## src/rtl/bcba_ram.sv

```systemverilog
// Generic single-port-write, single-port-read RAM with registered read data.
// No dependencies.
module bcba_ram #(
  parameter int unsigned WIDTH = 32,
  parameter int unsigned DEPTH = 128
) (
  input  logic                     clk_i,
  input  logic                     we_i,
  input  logic [$clog2(DEPTH)-1:0] waddr_i,
  input  logic [WIDTH-1:0]         wdata_i,
  input  logic                     re_i,
  input  logic [$clog2(DEPTH)-1:0] raddr_i,
  output logic [WIDTH-1:0]         rdata_o
);

  logic [WIDTH-1:0] mem_q [DEPTH];
  logic [WIDTH-1:0] rdata_q;

  always_ff @(posedge clk_i) begin
    if (we_i) begin
      mem_q[waddr_i] <= wdata_i;
    end
    if (re_i) begin
      rdata_q <= mem_q[raddr_i];
    end
  end

  assign rdata_o = rdata_q;

endmodule

```

## config.mk

```make
export PLATFORM = sky130hd
export DESIGN_NAME = bcba_ram
export DESIGN_NICKNAME = d
export VERILOG_FILES = /design/src/rtl/bcba_ram.sv
export SDC_FILE = /design/constraint.sdc
export NUM_CORES = 2
export LEC_CHECK = 0
export BUFFER_PORTS_ARGS = -buffer_cell sky130_fd_sc_hd__buf_4
export CAP_MARGIN = 20
export CORE_MARGIN = 1
export CORE_UTILIZATION = 50
export CTS_CLUSTER_DIAMETER = 120
export CTS_CLUSTER_SIZE = 30
export DETAILED_ROUTE_END_ITERATION = 10
export GPL_ROUTABILITY_DRIVEN = 0
export GPL_TIMING_DRIVEN = 0
export HOLD_SLACK_MARGIN = 0.08
export PLACE_DENSITY = 0.67
export SKIP_LAST_GASP = 1
export SLEW_MARGIN = 20
export SYNTH_ARGS = -nofsm -noshare
export SYNTH_HDL_FRONTEND = slang
export SYNTH_SLANG_ARGS = --single-unit
```

## constraint.sdc

```tcl
create_clock -name clk_i -period 3.5 [get_ports clk_i]
set_clock_uncertainty 0.15 [all_clocks]
set_input_delay 0.175 -clock clk_i [delete_from_list [all_inputs] [get_ports clk_i]]
set_output_delay 0.175 -clock clk_i [all_outputs]
set_load 0.02 [all_outputs]
```

# After elaboration in Yosys (flattened, before gate mapping)
# Memory sizes are Yosys's and may differ from the RTL's. A register that Yosys moved wholly into a read port is not among the register bits.
# Index checks and enable logic that the tools add are counted.
# op_classes
muxes	2
# op_table
cell	n
$mux W1	2
# word_totals
wordCells	3
regBits	0
ramBits	4096
memories	1
# mem_list
name	depth	width	read_ports	rd_clocked_by_memory_dff	wr	line	source
mem_q	128	32	1	1	1	16	logic [WIDTH-1:0] mem_q [DEPTH];

# Depth between registers and ports, before layout
# depth
depth_word	2
ltp_mapped	8

# Worst setup path after synthesis
# No wires, ideal clock.
# synth_timing
kind	input -> register
startpoint	in we_i
endpoint	mem mem_q[98][0], enable pin
setup_ns	0.461
cell_stages	3
path_slack_ns	-0.064
arrival_time_ns	2.953
required_time_ns	2.889
path_cell_list	clkbuf_1 nand4_1 nor3_1
# synth_between
elab_chain_cells	2
# synth_rtl
element	line	source
start, declared	8	input logic we_i,
$mux W1	20	if (we_i) begin
$mux W1 (implied by the code)	21	mem_q[waddr_i] <= wdata_i;
end, declared	16	
# No other way between the ends.

==> summary.md <==
| Metric | Value |
|---|---|
| Total vias in the final route | 69700 |
| Syn avg cell area | 26.1 um2 |
| Seq pwr share | 65.8% |
| Port bufs | 69 |
| Area Overhead vs Synth | 10.6% |
| HPWL Detailed | 270000 um |
| Logic pwr share | 6.9% |
| Slew @ Worst Pin | 1.27 ns |
| CTS tree | done |
| Flops & latches, synth | 4128 |
| Crit-path most repeated cell | mux4_2 |
| Delay-heaviest family, CP | buffers and inverters |
| Net Switching | 17.8 mW |
| Syn. warnings | 0 |
| Reg clk slew, reported paths | 0.11 ns |
| Pwr Total | 83.0 mW |
| Crit path buf inv count | 5 |
| DRT Pass-1 Iters | 7 |
| CTS sink count | 4128 |
| Vias/cell | 6.54 |
| Power share of the clock group | 27.3% |
| Worst R2R Start | mem_q[53][14] |
| Setup_tns | -0.422 ns |
| DIE HEIGHT | 562 um |
| Final slew viol count | 0 |
| Final Cell Area | 0.173 mm2 |
| Antenna violations before repair | 45 |
| WL/cell | 37.8 um |
| CP required | 3.97 ns |
| Max Cap Viol | 0 |
| Fillers | 22200 |
| Pleak | 51.6 nW |
| Routed wire length | 403000 um |
| Reg2reg end | rdata_o[14] |
| Final min period | 3.55 ns |
| Nets | 6535 |
| Final hold viol count | 0 |
| Io pins | 81 |
| Ys flop type | edfxtp_1 |
| Tot GR Track Use | 25.7% |
| Status | complete, but fails checks |
| Worst slew margin | 15.1% |
| Netlist Area Pre-Place | 0.157 mm2 |
| Vias in the first global route | 69300 |
| Antenna-violating nets left | 0 |
| EDFF count, synth | 4128 |
| Worst IR Drop VDD | 0.000436 V |
| Grt ovf | 0 |
| DP Cell Count | 10400 |
| Unrepaired setup endpoints after global routing | true |
| Critical Path End | rdata_o[27] |
| Synthesized instance count | 5990 |
| Pin count of the biggest net entering global routing | 129 |
| CTS Buf Count | 163 |
| Power density cells | 480 mW/mm2 |
| Switch share | 21.4% |
| Fin crit share | 101% |
| Yosys top cell area share | 79.2% |
| CP Capture Type | register |
| First-pass GRT wire length | 557000 um |
| Failing checks | negative setup slack |
| Int Pwr | 65.3 mW |
| Achievable Freq | 282 MHz |
| Num rows | 205 |
| CP Launch Type | input port |
| Syn nets | 6039 |
| Critical path class | input port to register |
| Setup violations, final | 19 |
| Worst path max stage delay | 0.70 ns |
| Root Driver | clkbuf_16 |
| Core footprint | 0.312 mm2 |
| Die Wd | 562 um |
| R2R depth | 4 |
| Critical-path cell list | clkbuf_1 -> buf_4 -> clkbuf_2 -> buf_16 -> clkbuf_1 -> mux4_2 -> mux4_2 -> mux4_2 -> mux2_2 |
| Worst Setup SP | raddr_i[2] |
| Cell taking the most area after synthesis | edfxtp_1 |
| Worst EP arrival | 4.02 ns |
| Synth top area cells | edfxtp_1 79%, mux4_2 19%, clkbuf_1 0.44% |
| Drc violations | 0 |
| Fraction of layout cells with a size suffix above 1 | 32.9% |
| Most frequent cell after synthesis | edfxtp_1 |
| CP Depth | 9 |
| Die Area | 0.315 mm2 |
| Critical Path Slowest Stage Cell | clkbuf_1 |
| Final worst slack | -0.0510 ns |
| Drt initial violations | 10700 |
| Final core utilization | 55.6% |
| Share of the yosys chip area belonging to registers | 79.2% |
| Synth top cells by count | 4128 x edfxtp_1, 1344 x mux4_2, 182 x clkbuf_1 |
| Worst-case clock buffer depth | 4 |
| Fraction of registers with async set/reset | 0% |
| FF-to-FF setup slack | 0.50 ns |
| Library cells used by synthesis | 16 |
| Placed instance area | 0.168 mm2 |
| CTS H-tree lvls | 4 |
| Clock Latency Late Sink | 0.90 ns |
| Type of the most critical hold path | input port to register |
| Final cell count without fillers | 10700 |
| CP Max Fanout | 10 |
| Initial Util | 50.2% |
## routing by layer
| layer | part of all wire (%) | GRT usage (%) | routed length (um) |
|---|---|---|---|
| met2 | 48 | 40.4 | 193000 |
| met4 | 5.2 | 11.5 | 20900 |
| met3 | 9.9 | 4.79 | 39700 |
| met5 | 0.040 | 0 | 163 |
| met1 | 37 | 35.6 | 149000 |
## sequential cells by signal (all words and copies together) (netlist names)
signal and flops:
rdata_o 32, mem_q 4096
## worst register-to-register path: stages (launching register included)
cell      delay (ns)
edfxtp_1        0.38
mux4_2          0.50
mux4_2          0.62
mux4_2          0.67
mux2_2          0.44
## stage by stage
stage	setup WS, ns	hold WS, ns
after detailed placement	-1.49	0.453
after global placement	-3.04	0.469
after floorplan	-0.0636	0.124
after CTS	-0.0527	0.123
after global routing	-0.00436	0.0810
final	-0.0510	0.0985
## repair_timing
| item | CTS | global route |
|---|---|---|
| buffers inserted | 0 | 8 |
| hold buffers | 41 | 0 |
| pin swaps | 0 | 3 |
| resized for setup | 56 | 21 |
| setup endpoints to repair | 32 | 54 |
| endpoints found under the hold margin | 4358 | 0 |
## layout make-up
class                   instances  area, um2  area share [%]
diodes                         23       57.6          0.0332
plain buffers                 315       1540           0.892
clock buffers                 165       4130            2.38
clock inverters                 5       51.3          0.0296
multi-input cells            1546      32300            18.6
flip-flops and latches       4128     124000            71.6
well taps                    4140       5180            2.99
repair buffers                332       5950            3.44
## how the worst min path moves through the flow
stage | cells after the start | end | start | slack (ns)
final | 2 | mem_q[104][5] | wdata_i[5] | 0.1
after global routing | 2 | mem_q[124][5] | wdata_i[5] | 0.08
after global placement | 1 | rdata_o[26] | rdata_o[26] | 0.47
after detailed placement | 1 | rdata_o[6] | rdata_o[6] | 0.45
after CTS | 3 | mem_q[103][29] | waddr_i[6] | 0.12
after floorplan | 0 | mem_q[0][0] | wdata_i[0] | 0.12
## layout by cell type (no fill, tap or decap), drive strengths merged
master / Yosys / routed
edfxtp: 4128 / 4128
mux4: 1344 / 1344
buf: 134 / 399
clkbuf: 182 / 353
nor2: 122 / 122
dlygate4sd3: 0 / 41
mux2: 32 / 32
diode: 0 / 23
clkdlybuf4s15: 0 / 19
nand2: 14 / 14
nand3: 12 / 12
nor3: 9 / 9
nor2b: 7 / 7
inv: 0 / 4
nand4: 3 / 3
nand2b: 2 / 2
or3: 1 / 1
clkinv: 0 / 1
## power by group through the flow
stage,combinational [mW],sequential (mW),clock [mW]
global route,5.85,54.7,24.3
finish,5.70,54.7,22.7
CTS,5.67,54.7,22.9
global placement,5.32,55.8,0
floorplan,2.64,55.8,0
detailed placement,5.58,55.8,0
## kinds of logic (layout without fill, tap and decap cells)
logic type	Yosys count	count (layout)	share of synthesized area [%]
and+or+nand+nor	170	170	0.445
buffers and inverters	316	817	0.837
other	0	23	0
muxes	1376	1376	19.6
DFF	4128	4128	79.2
Note: power is estimated with default switching activity, not from simulation.
