`src/rtl/bcba_pkg.sv`:
```
// Shared types and constants of the bitmap block allocator.
// No dependencies.
package bcba_pkg;

  localparam int unsigned NUM_BLOCKS = 4096;
  localparam int unsigned WORD_W     = 32;
  localparam int unsigned NUM_ROWS   = NUM_BLOCKS / WORD_W;
  localparam int unsigned ROW_W      = $clog2(NUM_ROWS);
  localparam int unsigned BIT_W      = $clog2(WORD_W);
  localparam int unsigned BLK_W      = $clog2(NUM_BLOCKS);
  localparam int unsigned CNT_W      = BLK_W + 1;
  localparam int unsigned CFG_IDX_W  = 2;

  localparam logic [CNT_W-1:0] NUM_BLOCKS_C = CNT_W'(NUM_BLOCKS);
  localparam logic [ROW_W-1:0] ROW_LAST     = ROW_W'(NUM_ROWS - 1);

  localparam logic [1:0] MODE_FORMAT = 2'd0;
  localparam logic [1:0] MODE_ALLOC  = 2'd1;
  localparam logic [1:0] MODE_FREE   = 2'd2;

  localparam logic [1:0] STATUS_OK       = 2'd0;
  localparam logic [1:0] STATUS_NO_SPACE = 2'd1;
  localparam logic [1:0] STATUS_BAD      = 2'd2;

  localparam logic [CFG_IDX_W-1:0] CFG_TOTAL    = CFG_IDX_W'(0);
  localparam logic [CFG_IDX_W-1:0] CFG_RESERVED = CFG_IDX_W'(1);

  typedef struct packed {
    logic [1:0]       mode;
    logic [CNT_W-1:0] block_count;
    logic [BLK_W-1:0] start_block;
  } cmd_t;

  typedef struct packed {
    logic [1:0]       status;
    logic [BLK_W-1:0] found_start;
  } res_t;

  typedef struct packed {
    logic             hit;
    logic [BIT_W-1:0] hit_bit;
    logic [CNT_W-1:0] run_out;
  } scan_t;

endpackage

```
`src/rtl/bcba_word_scan.sv`:
```
// First-fit search step over one 32-bit word of the used map.
// Depends on bcba_pkg.
module bcba_word_scan import bcba_pkg::*; (
  input  logic [WORD_W-1:0] word_i,
  input  logic [ROW_W-1:0]  row_i,
  input  logic [CNT_W-1:0]  run_i,
  input  logic [CNT_W-1:0]  need_i,
  input  logic [CNT_W-1:0]  lim_i,
  output scan_t             res_o
);

  logic [WORD_W-1:0] free;

  always_comb begin
    logic [CNT_W-1:0] idx;
    for (int b = 0; b < WORD_W; b++) begin
      idx     = CNT_W'({row_i, BIT_W'(b)});
      free[b] = !word_i[b] && (idx < lim_i);
    end
  end

  always_comb begin
    logic [BIT_W:0]   p;
    logic [CNT_W-1:0] len;
    res_o = '0;
    for (int b = 0; b < WORD_W; b++) begin
      p = '0;
      for (int j = 0; j <= b; j++) begin
        if (!free[j]) begin
          p = (BIT_W+1)'(j + 1);
        end
      end
      if (p == '0) begin
        len = run_i + CNT_W'(b + 1);
      end else begin
        len = CNT_W'(b + 1) - CNT_W'(p);
      end
      if (!res_o.hit && free[b] && (len >= need_i)) begin
        res_o.hit     = 1'b1;
        res_o.hit_bit = BIT_W'(b);
      end
      res_o.run_out = len;
    end
  end

endmodule

```
`config.mk`:
```
export PLATFORM = sky130hd
export DESIGN_NAME = bcba_word_scan
export DESIGN_NICKNAME = d
export VERILOG_FILES = /design/src/rtl/bcba_pkg.sv /design/src/rtl/bcba_word_scan.sv
export SDC_FILE = /design/constraint.sdc
export NUM_CORES = 1
export LEC_CHECK = 0
export BUFFER_PORTS_ARGS = -buffer_cell sky130_fd_sc_hd__buf_2
export CAP_MARGIN = 10
export CORE_AREA = 2 2 146 290
export DETAILED_ROUTE_END_ITERATION = 8
export DIE_AREA = 0 0 148 292
export GPL_ROUTABILITY_DRIVEN = 0
export PLACE_DENSITY = 0.63
export SLEW_MARGIN = 20
export SYNTH_ARGS = -nofsm -noshare
export SYNTH_HDL_FRONTEND = slang
export SYNTH_SLANG_ARGS = --single-unit
```
`constraint.sdc`:
```
create_clock -name vclk -period 13.6
set_input_delay 2.04 -clock vclk [all_inputs]
set_output_delay 2.04 -clock vclk [all_outputs]
set_load 0.1 [all_outputs]
```
# Yosys cells after proc, flatten, opt, wreduce, memory -nomap -nowiden
# Cells that the tools add are included.
# word_totals
regBits,0
latch_bits,0
ram_bits,0
mem_bits_ro,0
input_bits,78
elab_cells,414
memories,0
# classes
n_addsub,64
n_mul,0
n_div,0
n_lt_le_gt_ge,64
eq_ne,0
shift,0
mux,96
n_bitwise,0
n_reduce_logical,190
# ops
operator,count
greater-or-equal comparator 13 bit,32
< comparator 12 x 13 -> 1 bit,32
2-to-1 mux 13 bit,32
2-to-1 mux 6 bit,63
adder 13 x 5 -> 13 bit (second input constant),16
zero test 6 bit,32
subtractor 5 x 6 -> 7 bit (first input constant),16
adder 13 x 4 -> 13 bit (second input constant),8
logical AND 1 bit,95
zero test 1 bit,63
subtractor 4 x 6 -> 7 bit (first input constant),8
adder 13 x 3 -> 13 bit (second input constant),4
subtractor 3 x 6 -> 7 bit (first input constant),4
adder 13 x 2 -> 13 bit (second input constant),2
subtractor 2 x 6 -> 7 bit (first input constant),2
adder 13 x 1 -> 13 bit (second input constant),1
adder 13 x 6 -> 13 bit (second input constant),1
subtractor 1 x 6 -> 7 bit (first input constant),1
subtractor 6 x 6 -> 7 bit (first input constant),1
2-to-1 mux 1 bit,1

# Longest topological paths before layout
# logic_depth
depth_word,132
ltp_mapped,32

# Worst setup path after synthesis
# Ideal clock, no wire load.
# synth_path
kind,input -> output
from,in lim_i[8]
to,out res_o[17] (netlist name)
t_arrival_ns,9.888
required_ns,11.560
setup_slack_ns,1.672
cell_stages,29
cell_sequence,inv_1 -> ha_1 -> and4_4 -> buf_4 -> buf_6 -> a41oi_1 -> or3b_1 -> nand3_2 -> a2111o_1 -> nand3_2 -> a31oi_2 -> nand2_1 -> nand2_1 -> o21ai_0 -> ha_1 -> clkbuf_1 -> o21ai_0 -> or4b_1 -> a21oi_1 -> ha_1 -> a21o_1 -> a21oi_1 -> o21ai_0 -> o21ai_0 -> o21ai_0 -> a21oi_1 -> nor2_1 -> nor4_1 -> a21oi_1
# synth_lines
element,line,source
from (decl),bcba_word_scan.sv:8,"input logic [CNT_W-1:0] lim_i,"
to (decl),bcba_word_scan.sv:9,output scan_t res_o

==> impl_summary.txt <==
----------------------------------------------------
[Run status]
  Status ... completed

[Critical path]
  Type of destination of the critical path ... output port
  Endpoint arrival time on the critical path ... 10560 ps
  Startpoint-to-endpoint class of the critical path ... input port to output port
  Library cell appearing most often on the critical path ... sky130_fd_sc_hd__a21oi_1
  Req. time, crit path ... 11560 ps
  Critical path's slowest cell ... sky130_fd_sc_hd__nor3_1
  Worst setup path end ... res_o[14]
  CP max FO ... 16
  Maximum single-stage delay on the critical path ... 870 ps
  Critical path launch point ... lim_i[10]
  Kind of start point of the critical path ... input port

[GRT]
  Vias in the first global route ... 24.83k
  Aggregate global routing overflow ... 0
  Antenna violations before repair ... 13
  Tot GR Track Use ... 48.90%
  Global-route wire length before repair ... 157200 um
  Pin count of the biggest net entering global routing ... 41

[Synth]
  Most frequent cell after synthesis ... sky130_fd_sc_hd__ha_1
  Net count after synthesis ... 3474
  Top cells by area in the synthesized netlist ... sky130_fd_sc_hd__ha_1 30%, sky130_fd_sc_hd__xnor2_1 8.6%, sky130_fd_sc_hd__a21oi_1 7.5%
  Fraction of the yosys area taken by sequential cells ... 0%
  Synth top cells by count ... 484 x sky130_fd_sc_hd__ha_1, 368 x sky130_fd_sc_hd__nor2_1, 305 x sky130_fd_sc_hd__a21oi_1, 258 x sky130_fd_sc_hd__nand2_1, 198 x sky130_fd_sc_hd__xnor2_1
  Yosys Warn Count ... 0
  Number of distinct standard cells referenced by the synthesized netlist ... 97
  Syn Std Cell Area ... 0.02023 mm2
  Post-synthesis average cell area ... 6.946 um2
  Number of standard cells after synthesis ... 2912
  Synth top area share ... 29.94%
  Cell accounting for the most synthesized area ... sky130_fd_sc_hd__ha_1

[Finish]
  FF/Latch Area ... 0 um2
  Layout filler cell count ... 4284
  Share of layout cells above drive strength 1 ... 9.252%
  Non-Filler Instances ... 3488
  Area added between synthesis and finish ... 5.740%
  Clk_buf instances ... 0
  Sequential cells ... 0
  Area of the multi-input gates ... 0.01933 mm2
  Final layout net count ... 3504

[Drt]
  Number of nets still failing antenna checks after routing ... 0
  Detailed Routing Iterations Pass 1 ... 9
  Residual DRC count ... 0
  Drt initial violations ... 3043
  DRT Wirelength ... 108300 um
  Vias ... 25.03k
  WL/cell ... 31.06 um
  Drt via density ... 7.175

[Placed design]
  Port Buf Inserts ... 97
  Half-perimeter wire length after detailed placement ... 77180 um
  Placed Instances ... 3474

[Floorplan]
  Placeable core region ... 0.04099 mm2
  Die Height ... 292 um
  Die Wd ... 148 um
  # rows ... 105
  Effective utilization at floorplan ... 49.35%
  Ports placed on the boundary ... 97
  Die outline area ... 0.04322 mm2

[Clock tree]
  Setup fix buffers added after clock tree synthesis ... 0
  Hold_buf cts ... 0
  Resized cells post-CTS ... 0

[Timing]
  Hold Vio Cnt, Final ... 0
  Fmax ... 79.36 MHz
  Setup repair after global routing missed its margin ... no
  Setup total negative slack ... 0 ps
  Slew Limit Headroom ... 9.316%
  Setup violations, final ... 0
  Slew at the pin closest to its max-slew limit ... 1351 ps
  Min cycle time layout ... 12600 ps
  Slew Limit Fails ... 0
  Share of the cycle needed by the critical path after routing ... 92.65%

[Hold path]
  Worst hold path type ... input port to output port
  Hold depth ... 4

[Run]
  Maximum capacitance violations ... 0

----------------------------------------------------
worst max-delay path: cells and delay by family:
family | cells | cell delay (ps)
compound gates | 14 | 3790
fa+ha+maj | 3 | 880
simple gates | 8 | 3090
buf+inv | 4 | 740
per-layer routing:
metal	global-route usage (%)	vias up	wire, um
met3	16.98	958	14010
met5	1.512	-	47
li1	-	10700	-
met2	76.20	2030	46040
met1	48.57	11330	32950
met4	50.50	6	15280
layout by cell type (no fill, tap or decap), types with 12 or more instances in the layout:
| master | n |
|---|---|
| sky130_fd_sc_hd__xnor2_1 | 196 |
| sky130_fd_sc_hd__a211oi_1 | 40 |
| sky130_fd_sc_hd__mux2_2 | 20 |
| sky130_fd_sc_hd__o31ai_1 | 12 |
| sky130_fd_sc_hd__o21a_1 | 38 |
| sky130_fd_sc_hd__nor3_1 | 38 |
| sky130_fd_sc_hd__o211ai_1 | 20 |
| sky130_fd_sc_hd__and3_1 | 21 |
| sky130_fd_sc_hd__buf_4 | 64 |
| sky130_fd_sc_hd__o21ai_0 | 153 |
| sky130_fd_sc_hd__and4_1 | 17 |
| sky130_fd_sc_hd__xor2_1 | 90 |
| sky130_fd_sc_hd__buf_2 | 97 |
| sky130_fd_sc_hd__inv_1 | 82 |
| sky130_fd_sc_hd__nor2b_1 | 67 |
| sky130_fd_sc_hd__and2_1 | 20 |
| sky130_fd_sc_hd__nor2_1 | 368 |
| sky130_fd_sc_hd__a21o_1 | 70 |
| sky130_fd_sc_hd__nand4_1 | 50 |
| sky130_fd_sc_hd__mux2i_1 | 23 |
| sky130_fd_sc_hd__nand2b_1 | 29 |
| sky130_fd_sc_hd__nand3_1 | 82 |
| sky130_fd_sc_hd__a31oi_1 | 30 |
| sky130_fd_sc_hd__nand2_1 | 258 |
| sky130_fd_sc_hd__inv_2 | 17 |
| sky130_fd_sc_hd__nor4_1 | 22 |
| sky130_fd_sc_hd__ha_1 | 484 |
| sky130_fd_sc_hd__a21oi_1 | 303 |
| sky130_fd_sc_hd__diode_2 | 13 |
layout make-up:
cell class,count,share of cell area (%)
well taps,535,3.130
diodes,13,0.1521
inverters,102,1.796
multi-input cells,2676,90.37
repair buffers,162,4.551
kinds of logic (layout without fill, tap and decap cells):
logic type	after synthesis	after routing	share of synthesized area [%]
compound gates	830	830	26.50
xor+xnor	289	289	12.51
fa+ha+maj	484	484	29.94
buf+inv	236	264	4.750
mux	43	43	2.252
other cells	0	13	0
simple gates	1030	1030	24.05
how the worst min path moves through the flow:
stage,endpoint,slack [ps],startpoint
after floorplan,res_o[6],4670,run_i[6]
after global placement,res_o[0],4790,run_i[0]
after detailed placement,res_o[0],4790,run_i[0]
after CTS,res_o[0],4790,run_i[0]
after global routing,res_o[0],4810,run_i[0]
final,res_o[0],4800,run_i[0]
stage by stage:
stage,area [um2],hold WS [ps],util [%],setup slack [ps]
global route,21370,4807,52.13,652.7
global placement,21320,4789,52.01,1765
finish,21390,4797,52.18,999.8
detailed placement,21320,4788,52.02,1500
CTS,21320,4788,52.02,1440
floorplan,20230,4672,-,1672
